**config.mk**
```make
export PLATFORM = sky130hd
export DESIGN_NAME = cookie_value_extractor
export DESIGN_NICKNAME = d
export VERILOG_FILES = /design/src/hw/rtl/cve_pkg.sv /design/src/hw/rtl/cookie_value_extractor.sv /design/src/hw/rtl/cve_ram.sv /design/src/hw/rtl/cve_ctrl.sv /design/src/hw/rtl/cve_dp.sv
export SDC_FILE = /design/constraint.sdc
export NUM_CORES = 1
export LEC_CHECK = 0
export BUFFER_PORTS_ARGS = -buffer_cell sky130_fd_sc_hd__buf_2
export CAP_MARGIN = 20
export CORE_ASPECT_RATIO = 1.1
export CORE_MARGIN = 2
export CORE_UTILIZATION = 60
export DETAILED_ROUTE_END_ITERATION = 8
export PLACE_DENSITY = 0.79
export SLEW_MARGIN = 25
export SYNTH_ARGS = -nofsm -noshare
export SYNTH_HDL_FRONTEND = slang
export SYNTH_HIERARCHICAL = 1
export SYNTH_SLANG_ARGS = --single-unit
```
**constraint.sdc**
```tcl
create_clock -name clk -period 8.2 [get_ports clk]
set_input_delay 1.64 -clock clk [delete_from_list [all_inputs] [get_ports clk]]
set_output_delay 1.64 -clock clk [all_outputs]
set_load 0.02 [all_outputs]
```
**src/hw/rtl/cve_pkg.sv**
```systemverilog
`timescale 1ns / 1ps
// ----------------------------------------------------------------------------
// cve_pkg: shared types and constants of the cookie value extractor
// character codes, register indexes, result kinds and the command and status
// bundles between the controller and the datapath
// ----------------------------------------------------------------------------
package cve_pkg;

  localparam int KEY_BYTES = 16;
  localparam int HELD_DEPTH_DEFAULT = 32;
  localparam int CFG_W = 64;
  localparam int CFG_IDX_W = 2;
  localparam int POS_W = 5;
  localparam int KEY_LEN_W = 5;

  localparam logic [7:0] CHAR_SPACE = 8'h20;
  localparam logic [7:0] CHAR_TAB = 8'h09;
  localparam logic [7:0] CHAR_SEMI = 8'h3B;
  localparam logic [7:0] CHAR_EQ = 8'h3D;

  typedef enum logic [CFG_IDX_W-1:0] {
    REG_KEY_LOW = 2'd0,
    REG_KEY_HIGH = 2'd1,
    REG_KEY_LEN = 2'd2
  } cfg_reg_t;

  typedef enum logic [1:0] {
    KIND_VALUE = 2'd0,
    KIND_END = 2'd1,
    KIND_NOT_FOUND = 2'd2
  } kind_t;

  typedef enum logic [1:0] {
    SEL_REPLAY = 2'd0,
    SEL_BYTE = 2'd1,
    SEL_FINAL = 2'd2
  } emit_sel_t;

  typedef struct packed {
    logic [7:0] header_byte;
    logic header_end;
  } in_word_t;

  typedef struct packed {
    logic [7:0] value_byte;
    logic [1:0] result_kind;
    logic pending_overflow;
    logic last_of_run;
  } out_word_t;

  typedef struct packed {
    logic accept;
    logic rep_step;
    logic emit;
    emit_sel_t sel;
    logic last;
  } cve_cmd_t;

  typedef struct packed {
    logic rep_more;
    logic byte_pend;
    logic end_pend;
    logic out_free;
  } cve_status_t;

endpackage

```
**src/hw/rtl/cookie_value_extractor.sv**
```systemverilog
`timescale 1ns / 1ps
// ----------------------------------------------------------------------------
// cookie_value_extractor: streams out the value of one named cookie
// parses a cookie header byte by byte and returns the value of the first
// cookie whose name equals the configured key
// ----------------------------------------------------------------------------
// usage
//   - write key_bytes_low, key_bytes_high and key_length through the cfg port
//     while the block is idle; writes take effect at once, no read-back
//   - input words carry one header byte and a flag on the header's last byte
//   - each input word yields zero or more result words; the last one of the
//     group has last_of_run set
// timing
//   - an input word is taken, then the controller walks its results in order:
//     each replayed whitespace byte takes a ram read, then an emit, followed
//     by the value/end step and the header-end step
//   - the input is ready only while the controller is idle, so the
//     sequencer sets the rate
// reset and stall
//   - rst clears the key registers, the parser and the output register;
//     the held whitespace ram needs no clearing, only written entries are read
//   - the output register holds a word until it is taken; while the receiver
//     stalls the controller waits and no result is dropped
// ----------------------------------------------------------------------------
module cookie_value_extractor
  import cve_pkg::*;
#(
  parameter int HELD_DEPTH = HELD_DEPTH_DEFAULT
) (
  input  logic                 clk,
  input  logic                 rst,
  // header byte channel
  input  logic                 in_valid,
  output logic                 in_ready,
  input  in_word_t             in_data,
  // result channel
  output logic                 out_valid,
  input  logic                 out_ready,
  output out_word_t            out_data,
  // key configuration
  input  logic                 cfg_we,
  input  logic [CFG_IDX_W-1:0] cfg_index,
  input  logic [CFG_W-1:0]     cfg_data
);

  // command and status between sequencer and datapath
  cve_cmd_t cmd;
  cve_status_t status;

  // controller: one word at a time, replay, value, then end result
  cve_ctrl u_ctrl (
    .clk     (clk),
    .rst     (rst),
    .in_valid(in_valid),
    .in_ready(in_ready),
    .status  (status),
    .cmd     (cmd)
  );

  // datapath: key match, parser state, held whitespace ram, output register
  cve_dp #(
    .HELD_DEPTH(HELD_DEPTH)
  ) u_dp (
    .clk      (clk),
    .rst      (rst),
    .cfg_we   (cfg_we),
    .cfg_index(cfg_index),
    .cfg_data (cfg_data),
    .in_data  (in_data),
    .out_ready(out_ready),
    .out_valid(out_valid),
    .out_data (out_data),
    .cmd      (cmd),
    .status   (status)
  );

endmodule

```
**src/hw/rtl/cve_ram.sv**
```systemverilog
`timescale 1ns / 1ps
// ----------------------------------------------------------------------------
// cve_ram: generic single-write, single-read ram
// one write port and one read port with registered read data
// ----------------------------------------------------------------------------
module cve_ram #(
  parameter int WIDTH = 1,
  parameter int DEPTH = 32,
  localparam int AddrW = (DEPTH > 1) ? $clog2(DEPTH) : 1
) (
  input  logic             clk,
  input  logic             we,
  input  logic [AddrW-1:0] waddr,
  input  logic [WIDTH-1:0] wdata,
  input  logic [AddrW-1:0] raddr,
  output logic [WIDTH-1:0] rdata
);

  logic [WIDTH-1:0] mem [DEPTH];

  always_ff @(posedge clk) begin
    if (we) begin
      mem[waddr] <= wdata;
    end
    rdata <= mem[raddr];
  end

endmodule

```
**src/hw/rtl/cve_ctrl.sv**
```systemverilog
`timescale 1ns / 1ps
// ----------------------------------------------------------------------------
// cve_ctrl: sequencing controller of the cookie value extractor
// accepts one word, then walks the replay, value and end results in order
// ----------------------------------------------------------------------------
module cve_ctrl
  import cve_pkg::*;
(
  input  logic        clk,
  input  logic        rst,
  input  logic        in_valid,
  output logic        in_ready,
  input  cve_status_t status,
  output cve_cmd_t    cmd
);

  typedef enum logic [4:0] {
    ST_IDLE     = 5'b00001,
    ST_REP_RD   = 5'b00010,
    ST_REP_EMIT = 5'b00100,
    ST_BYTE     = 5'b01000,
    ST_FINAL    = 5'b10000
  } state_t;

  state_t state, state_next;

  always_ff @(posedge clk) begin
    if (rst) begin
      state <= ST_IDLE;
    end else begin
      state <= state_next;
    end
  end

  always_comb begin
    state_next = state;
    in_ready = 1'b0;
    cmd = '{accept: 1'b0, rep_step: 1'b0, emit: 1'b0, sel: SEL_BYTE, last: 1'b0};
    case (state)
      ST_IDLE: begin
        // no word is taken while reset is held
        in_ready = !rst;
        if (in_valid && !rst) begin
          cmd.accept = 1'b1;
          state_next = ST_REP_RD;
        end
      end
      ST_REP_RD: begin
        // read address settles here, data is ready next cycle
        state_next = status.rep_more ? ST_REP_EMIT : ST_BYTE;
      end
      ST_REP_EMIT: begin
        cmd.sel = SEL_REPLAY;
        if (status.out_free) begin
          cmd.emit = 1'b1;
          cmd.rep_step = 1'b1;
          state_next = ST_REP_RD;
        end
      end
      ST_BYTE: begin
        cmd.sel = SEL_BYTE;
        cmd.last = !status.end_pend;
        if (!status.byte_pend) begin
          state_next = ST_FINAL;
        end else if (status.out_free) begin
          cmd.emit = 1'b1;
          state_next = ST_FINAL;
        end
      end
      ST_FINAL: begin
        cmd.sel = SEL_FINAL;
        cmd.last = 1'b1;
        if (!status.end_pend) begin
          state_next = ST_IDLE;
        end else if (status.out_free) begin
          cmd.emit = 1'b1;
          state_next = ST_IDLE;
        end
      end
      default: begin
        state_next = ST_IDLE;
      end
    endcase
  end

endmodule

```
**src/hw/rtl/cve_dp.sv**
```systemverilog
`timescale 1ns / 1ps
// ----------------------------------------------------------------------------
// cve_dp: datapath of the cookie value extractor
// key registers, cookie parser state, held whitespace store and output register
// ----------------------------------------------------------------------------
module cve_dp
  import cve_pkg::*;
#(
  parameter int HELD_DEPTH = HELD_DEPTH_DEFAULT
) (
  input  logic                 clk,
  input  logic                 rst,
  input  logic                 cfg_we,
  input  logic [CFG_IDX_W-1:0] cfg_index,
  input  logic [CFG_W-1:0]     cfg_data,
  input  in_word_t             in_data,
  input  logic                 out_ready,
  output logic                 out_valid,
  output out_word_t            out_data,
  input  cve_cmd_t             cmd,
  output cve_status_t          status
);

  localparam int CntW = $clog2(HELD_DEPTH + 1);
  localparam int AddrW = (HELD_DEPTH > 1) ? $clog2(HELD_DEPTH) : 1;
  localparam logic [POS_W-1:0] POS_MAX = '1;

  typedef enum logic [5:0] {
    PH_SEP       = 6'b000001,
    PH_NAME      = 6'b000010,
    PH_SKIP      = 6'b000100,
    PH_VAL_MATCH = 6'b001000,
    PH_VAL_OTHER = 6'b010000,
    PH_DONE      = 6'b100000
  } phase_t;

  // key registers
  logic [63:0] key_low, key_high;
  logic [KEY_LEN_W-1:0] key_len;

  // parser state
  phase_t phase, phase_next;
  logic [POS_W-1:0] pos, pos_next;
  logic mis, mis_next;
  logic [CntW-1:0] held, held_next;
  logic ovf, ovf_next;

  // per-word work registers
  logic [7:0] byte_q;
  logic semi_q, semi_next;
  logic byte_pend, byte_pend_next;
  logic end_pend, end_pend_next;
  kind_t end_kind, end_kind_next;
  logic ovf_q;
  logic [CntW-1:0] rep_cnt, rep_cnt_next;
  logic [CntW-1:0] rep_idx;

  logic [127:0] key_all;
  logic [7:0] b, key_sel;
  logic is_ws, is_semi, is_eq;
  logic name_go;
  logic [POS_W-1:0] npos;
  logic nmis;
  logic ram_we;
  logic ram_rdata;
  out_word_t word;

  assign key_all = {key_high, key_low};
  assign b = in_data.header_byte;
  assign is_ws = (b == CHAR_SPACE) || (b == CHAR_TAB);
  assign is_semi = (b == CHAR_SEMI);
  assign is_eq = (b == CHAR_EQ);
  assign key_sel = key_all[{npos[3:0], 3'b000} +: 8];

  always_ff @(posedge clk) begin
    if (rst) begin
      key_low <= '0;
      key_high <= '0;
      key_len <= '0;
    end else if (cfg_we) begin
      case (cfg_reg_t'(cfg_index))
        REG_KEY_LOW:  key_low <= cfg_data;
        REG_KEY_HIGH: key_high <= cfg_data;
        REG_KEY_LEN:  key_len <= cfg_data[KEY_LEN_W-1:0];
        default: ;
      endcase
    end
  end

  always_comb begin
    phase_next = phase;
    pos_next = pos;
    mis_next = mis;
    held_next = held;
    ovf_next = ovf;
    rep_cnt_next = '0;
    byte_pend_next = 1'b0;
    semi_next = 1'b0;
    ram_we = 1'b0;
    name_go = 1'b0;
    npos = pos;
    nmis = mis;
    case (phase)
      PH_SEP: begin
        if (!(is_ws || is_semi)) begin
          name_go = 1'b1;
          npos = '0;
          nmis = 1'b0;
        end
      end
      PH_NAME: name_go = 1'b1;
      PH_SKIP, PH_VAL_OTHER: begin
        if (is_semi) begin
          phase_next = PH_SEP;
        end
      end
      PH_VAL_MATCH: begin
        if (is_semi) begin
          held_next = '0;
          semi_next = 1'b1;
          byte_pend_next = 1'b1;
          phase_next = PH_DONE;
        end else if (is_ws) begin
          if (held < CntW'(HELD_DEPTH)) begin
            ram_we = 1'b1;
            held_next = held + 1'b1;
          end else begin
            ovf_next = 1'b1;
          end
        end else begin
          rep_cnt_next = held;
          held_next = '0;
          byte_pend_next = 1'b1;
        end
      end
      PH_DONE: ;
      default: ;
    endcase

    if (name_go) begin
      pos_next = npos;
      mis_next = nmis;
      phase_next = PH_NAME;
      if (is_eq) begin
        // exact match needs a clean name of the configured length
        if (!nmis && (key_len != '0) && (key_len <= KEY_LEN_W'(KEY_BYTES))
            && (npos == key_len)) begin
          phase_next = PH_VAL_MATCH;
        end else begin
          phase_next = PH_VAL_OTHER;
        end
        held_next = '0;
      end else if (is_semi) begin
        phase_next = PH_SEP;
      end else if (is_ws) begin
        phase_next = PH_SKIP;
      end else begin
        if (npos < POS_W'(KEY_BYTES)) begin
          if (key_sel != b) begin
            mis_next = 1'b1;
          end
        end else begin
          mis_next = 1'b1;
        end
        if (npos != POS_MAX) begin
          pos_next = npos + 1'b1;
        end
      end
    end

    end_pend_next = in_data.header_end && (phase_next != PH_DONE);
    end_kind_next = (phase_next == PH_VAL_MATCH) ? KIND_END : KIND_NOT_FOUND;
  end

  always_ff @(posedge clk) begin
    if (rst) begin
      phase <= PH_SEP;
      pos <= '0;
      mis <= 1'b0;
      held <= '0;
      ovf <= 1'b0;
      byte_pend <= 1'b0;
      end_pend <= 1'b0;
      rep_cnt <= '0;
      rep_idx <= '0;
    end else if (cmd.accept) begin
      byte_pend <= byte_pend_next;
      end_pend <= end_pend_next;
      rep_cnt <= rep_cnt_next;
      rep_idx <= '0;
      if (in_data.header_end) begin
        phase <= PH_SEP;
        pos <= '0;
        mis <= 1'b0;
        held <= '0;
        ovf <= 1'b0;
      end else begin
        phase <= phase_next;
        pos <= pos_next;
        mis <= mis_next;
        held <= held_next;
        ovf <= ovf_next;
      end
    end else if (cmd.rep_step) begin
      rep_idx <= rep_idx + 1'b1;
    end
  end

  always_ff @(posedge clk) begin
    if (cmd.accept) begin
      byte_q <= b;
      semi_q <= semi_next;
      end_kind <= end_kind_next;
      ovf_q <= ovf_next;
    end
  end

  cve_ram #(
    .WIDTH(1),
    .DEPTH(HELD_DEPTH)
  ) u_held_ram (
    .clk  (clk),
    .we   (cmd.accept && ram_we),
    .waddr(held[AddrW-1:0]),
    .wdata(b == CHAR_TAB),
    .raddr(rep_idx[AddrW-1:0]),
    .rdata(ram_rdata)
  );

  always_comb begin
    word.pending_overflow = ovf_q;
    word.last_of_run = cmd.last;
    word.value_byte = 8'h00;
    word.result_kind = KIND_VALUE;
    case (cmd.sel)
      SEL_REPLAY: begin
        word.value_byte = ram_rdata ? CHAR_TAB : CHAR_SPACE;
      end
      SEL_BYTE: begin
        if (semi_q) begin
          word.result_kind = KIND_END;
        end else begin
          word.value_byte = byte_q;
        end
      end
      SEL_FINAL: begin
        word.result_kind = end_kind;
      end
      default: ;
    endcase
  end

  always_ff @(posedge clk) begin
    if (rst) begin
      out_valid <= 1'b0;
    end else if (cmd.emit) begin
      out_valid <= 1'b1;
    end else if (out_ready) begin
      out_valid <= 1'b0;
    end
  end

  always_ff @(posedge clk) begin
    if (cmd.emit) begin
      out_data <= word;
    end
  end

  assign status.rep_more = (rep_idx < rep_cnt);
  assign status.byte_pend = byte_pend;
  assign status.end_pend = end_pend;
  assign status.out_free = !out_valid || out_ready;

endmodule
```
# After elaboration in Yosys (flattened, before gate mapping)
# Memory sizes are Yosys's and may differ from the RTL's. A register that Yosys moved wholly into a read port is not among the register bits.
# Cells that the tools add are included.
# totals
ram_bits	32
mem_count	1
elab_cells	162
output_inout_bits	14
reg_bits	196
input_bits	80
# op_classes
magnitude_cmp	4
mux	79
n_addsub	3
reduce_logical	25
n_eq_ne	27
n_shift	1
# memory_table
memory	depth	word_bits	rd	rd_ports_with_merged_regs	write_ports	line_no	text
u_dp.u_held_ram.mem	32	1	1	1	1	cve_ram.sv:19	logic [WIDTH-1:0] mem [DEPTH];
# op_table
operator	n
variable part select 128 x 8 -> 8 bit	1
two-way mux 6 bit	17
two-way mux 5 bit	15
two-way mux 1 bit	35
case mux 5 bit (5 select lines)	1
== test 8 x 6 -> 1 bit (second input constant)	3
case mux 8 bit (2 select lines)	1
adder 6 x 1 -> 6 bit (second input constant)	2
== test 6 x 4 -> 1 bit (second input constant)	2
case mux 6 bit (2 select lines)	1
case mux 3 bit (3 select lines)	1
== test 8 x 4 -> 1 bit (second input constant)	1
two-way mux 8 bit	1
inequality test 8 bit	1
AND reduction 2 bit	4
== test 6 x 1 -> 1 bit (second input constant)	1
== test 6 x 2 -> 1 bit (second input constant)	1
== test 6 x 3 -> 1 bit (second input constant)	1
== test 6 x 5 -> 1 bit (second input constant)	1
logical AND 1 bit	6
< comparator 6 bit	1
< comparator 6 bit (second input constant)	1
inequality test 3 bit (second input constant)	2
inequality test 6 bit (second input constant)	1
other kinds (26)	38

# Depth between registers and ports, before layout
# logic_depth
ltp_word	14
mapped_depth	15
ltp_nobuf	11

# Hierarchy
# Netlist, hierarchy kept.
# modules_own_cells
mod	n_inst	cells_each	area_each_um2	seq_area_each_um2
cve_dp	1	1055	8881.0	4063.9
cve_ram	1	120	1517.7	980.9
cve_ctrl	1	46	402.9	100.1

# Least setup slack after synthesis
# Ideal clock, no wire load.
# synth_path
path_type	in2reg
start	input in_data[3] in the netlist's numbering
end	register u_dp.mis
stages	9
path_slack_ps	2723
setup_ps	129
required_ps	8071
t_arrival_ps	5348
path_buffers	1
cell_sequence	buf_2 or2_1 nor4_1 nor3_2 o31a_1 o31ai_2 mux2_4 nor4_2 a31oi_1
# synth_via
elab_chain_len	14
elab_cells_between_ends	24
classes_between	order compare: 1; eq/ne: 5; shift: 1; mux: 13; reduce/logical: 4
# synth_rtl
item	line_no	text
from (decl)	cookie_value_extractor.sv:35	input in_word_t in_data,
== test 8 x 6 -> 1 bit or == test 8 x 4 -> 1 bit (tied branches)	cve_dp.sv:70	assign is_ws = (b == CHAR_SPACE) || (b == CHAR_TAB);
logical OR 1 bit	cve_dp.sv:70	
logical OR 1 bit	cve_dp.sv:105	if (!(is_ws || is_semi)) begin
two-way mux 5 bit	cve_dp.sv:105	
two-way mux 5 bit	cve_dp.sv:103	case (phase)
variable part select 128 x 8 -> 8 bit	cve_dp.sv:73	assign key_sel = key_all[{npos[3:0], 3'b000} +: 8];
inequality test 8 bit	cve_dp.sv:159	if (key_sel != b) begin
two-way mux 1 bit	cve_dp.sv:159	
two-way mux 1 bit	cve_dp.sv:158	if (npos < POS_W'(KEY_BYTES)) begin
two-way mux 1 bit	cve_dp.sv:155	end else if (is_ws) begin
two-way mux 1 bit	cve_dp.sv:153	end else if (is_semi) begin
two-way mux 1 bit	cve_dp.sv:144	if (is_eq) begin
two-way mux 1 bit	cve_dp.sv:140	if (name_go) begin
two-way mux 1 bit	cve_dp.sv:191	if (in_data.header_end) begin
to (signal assigned)	cve_dp.sv:200	mis <= mis_next;
to (decl)	cve_dp.sv:44	logic mis, mis_next;
# Several ways; a longest one is shown, not always the timed one. The select of a mux whose other input is x is not followed.
# A chain may end at the register's enable or synchronous reset.

# Worst setup path in the final report
# layout_path
start	input in_data[1] in the netlist's numbering
end	register u_dp.pos[0]
# layout_via
elab_chain_len	12
elab_cells_between_ends	20
classes_between	add/sub: 1; eq/ne: 5; mux: 10; reduce/logical: 4
# layout_rtl
item	line_no	text
== test 8 x 6 -> 1 bit or == test 8 x 4 -> 1 bit (tied branches)	cve_dp.sv:70	
logical OR 1 bit	cve_dp.sv:70	
logical OR 1 bit	cve_dp.sv:105	
two-way mux 5 bit	cve_dp.sv:105	
two-way mux 5 bit	cve_dp.sv:103	
adder 5 x 1 -> 5 bit or inequality test 5 bit (tied branches)	cve_dp.sv:166, cve_dp.sv:165	
two-way mux 5 bit	cve_dp.sv:165	if (npos != POS_MAX) begin
two-way mux 5 bit	cve_dp.sv:155	
two-way mux 5 bit	cve_dp.sv:153	
two-way mux 5 bit	cve_dp.sv:144	
two-way mux 5 bit	cve_dp.sv:140	
two-way mux 5 bit	cve_dp.sv:191	
to (signal assigned)	cve_dp.sv:199	pos <= pos_next;
to (decl)	cve_dp.sv:43	logic [POS_W-1:0] pos, pos_next;
# Several ways; a longest one is shown, not always the timed one. The select of a mux whose other input is x is not followed.

==> flow_summary.ini <==
[synthesis]
ys_ff_latch = 229
syn-cell-area_mm2 = 0.0108
syn_area_per_cell_um2 = 8.85
synth_area_leaders = dfxtp_1 32%, edfxtp_1 16%, nand2_1 10%
yosysTopAreaCellShare_pct = 32.1
synth_largest_area_cell = dfxtp_1
synth_common_cells = 301 x nand2_1, 173 x dfxtp_1, 167 x a21oi_1
yosysWarnings = 6
synth_cell_types = 84
synth_edf_count = 56
synth_cells = 1221
ys_seq_area_share_pct = 47.6
synth_most_common_cell = nand2_1
synthArstFlopShare_pct = 0
synth_ff_type = dfxtp_1
synth_fp_nets = 1312

[floorplanning]
dieArea_mm2 = 0.0191
io_pins = 94
num_rows = 51
start_util_pct = 61.1
die_h_um = 145
core-area_mm2 = 0.0177
die_x_um = 132

[sta]
layout_setup_ws_ns = 4.21
fmax_ghz = 0.251
slew_violations = 0
finalSetupTns_ns = 0
min_period_ns = 3.99
worst-slew-pin-transition_ns = 0.815
max_slew_margin_pct = 45.7
fin_skew_ns = 0.0227
setup_viol = 0
rsz0062_at_grt = false
hold_viol_final = 0
finalCritPeriodShare_pct = 48.6
hold_ws_ns = 0.428

[worst_setup_path]
required_ns = 8.65
start_kind = primary input
cpLargestDelayFamily = simple AND/OR/NAND/NOR gates
critPathBufInv = 2
worst_path_max_delay_cell = or4_4
worst_ep_arrival_time_ns = 4.44
crit_fanout = 17
crit_chain = buf_2 -> or4_4 -> a211oi_2 -> nor3_2 -> buf_4 -> nor2_1 -> ha_1 -> and3_1 -> a31oi_1 -> o21ai_0 -> a22oi_1 -> o22ai_1 -> nor2b_1
cp-end-kind = flop
path_class = primary input to flop
slowest_delay_ns = 0.55
r2r_slack_ns = 4.99

[power_and_ir_drop]
p_seq_share_pct = 49.1
p_leak_uw = 0.00414
p_per_area_mw_per_mm2 = 201
irDropWorstVdd_uv = 181
combPwrFrac_pct = 7.6
p_sw_uw = 571
p_sw_share_pct = 23.4
power_frac_clock_pct = 43.3
internal_power_uw = 1870

[routing]
vias = 9203
wl_per_cell_um = 17.8
drc = 0
drt_first_pass_iters = 6
drt-initial-drc-count = 925
viasPerCell = 6.00
postRouteAntennaNets = 0
drt_wl_total_um = 27300

[clocking]
cts_tree = built
htree_levels = 1
post_cts_buffers = 0
clock_path_buffers = 3
cts_resized = 0
hold_buffers = 0
clk_latency_ns = 0.52
cts_buffers = 24
cts_num_sinks = 229
clkSlewWorstSetupHoldPaths_ns = 0.06
cts-root-buf = clkbuf_16

[worst_hold_path]
hold_class = flop to flop

[grt]
grt_start_max_net_pins = 111
grt_first_pass_wirelength_um = 43500
grt_overflow = 0
grt_pass1_vias = 8721
grt.total_usage_pct = 28.3
antenna_found_initial = 2

[status]
status = complete, no violations

[place]
place_congestion = 0.969
post-place-ws_ns = 3.76
dp_hpwl_um = 17900
port_buffers = 93
dp_cells = 1488

[finish]
final_nets = 1367
drive_above_1_share_pct = 15.6
final_cells = 1533
final_util_pct = 68.5
syn2layout_area_growth_pct = 12.1

[run]
drv_cap = 0
state kept, by name, summed over array words and instances, names as in the netlist, 2 cells and up:
register and flops:
u_dp/end_kind 2, u_dp/key_low 64, u_dp/u_held_ram/mem 32, u_dp/out_data 12, u_dp/phase 6, u_dp/rep_idx 6
u_dp/key_high 64, u_dp/byte_q 8, u_dp/pos 5, u_dp/held 6, u_ctrl/state 5, u_dp/rep_cnt 6
u_dp/key_len 5
power by group through the flow:
stage,Combinational [uW],Sequential [uW],Clock [uW]
after floorplan,125,1210,0
after global placement,178,1220,0
after detailed placement,181,1220,0
after CTS,183,1200,1070
after global routing,202,1200,1120
final,185,1200,1060
worst reg2reg max path, stage by stage (launching register included):
cell and delay, ns:
dfxtp_1 0.47, or4b_4 0.51, nor3_2 0.14, and2_1 0.15, buf_4 0.29, nand2b_1 0.14
nor2_1 0.59, o221ai_2 0.37, o21ai_0 0.30, nand2_1 0.08, o41ai_1 0.06
metrics by stage:
stage                     cell area (um2)  total power (uW)
after floorplan                     10800              1340
after global placement              11300              1400
after detailed placement            11300              1400
after CTS                           12100              2450
after global routing                12100              2520
final                               12100              2440
layout by cell type (no fill, tap or decap), types with 7 or more instances in the layout:
master     count
buf_4         12
nor3_1        12
mux4_2        18
xor2_1         7
nor2_1        87
nand3b_1      11
buf_2         92
dfxtp_1      171
o21ai_0       26
a21oi_1      167
o22ai_1        7
nor2b_1       13
nand2_1      301
nor4_1         9
or3_1          7
ha_1          11
and2_1        10
a31oi_1       10
nand4_1        7
edfxtp_1      56
a211oi_1      11
mux2i_1       39
a22oi_1        8
inv_1         21
nand3_1       16
clkbuf_16     25
nand2b_1      13
cell type report:
| cell class | instances | area [um2] |
|---|---|---|
| diodes | 1 | 2.50 |
| clock buffers | 28 | 637 |
| clock inverters | 16 | 130 |
| fillers | 1395 | 5570 |
| inverters | 21 | 78.8 |
| multi-input cells | 895 | 5250 |
| flip-flops and latches | 229 | 5150 |
| well taps | 238 | 298 |
| repair buffers | 105 | 562 |
worst paths after layout:
path | startpoint | to | cells after the start
worst max-delay path | in_data[1] | u_dp/pos[0] | 13
worst min-delay path | u_dp/ovf_q | u_dp/out_data[1] | 0
worst max register to register | u_ctrl/state[0] | u_dp/held[0] | 10
worst min register to register | u_dp/ovf_q | u_dp/out_data[1] | 0
logic make-up (layout without fill, tap and decap cells):
kind of cell             count (synthesis)  after routing  synth area share [%]
other                                    0              1                     0
adder cells (fa/ha/maj)                 11             11                  1.27
multiplexers                            63             63                  8.03
AO/OA/AOI/OAI                          279            279                  15.6
buffers and inverters                   97            170                  3.93
XOR/XNOR                                12             12                 0.973
AND/OR/NAND/NOR                        530            530                  22.6
flip-flops                             229            229                  47.6
layer usage:
layer / global-route usage, % / vias to the layer above / routed length, um
li1: - / 4415 / -
met1: 34.6 / 4323 / 10900
met2: 49.3 / 395 / 13500
met3: 4.88 / 68 / 1890
met4: 13.4 / 2 / 1030
met5: 0 / - / 13
(Power assumes the default switching activity.)
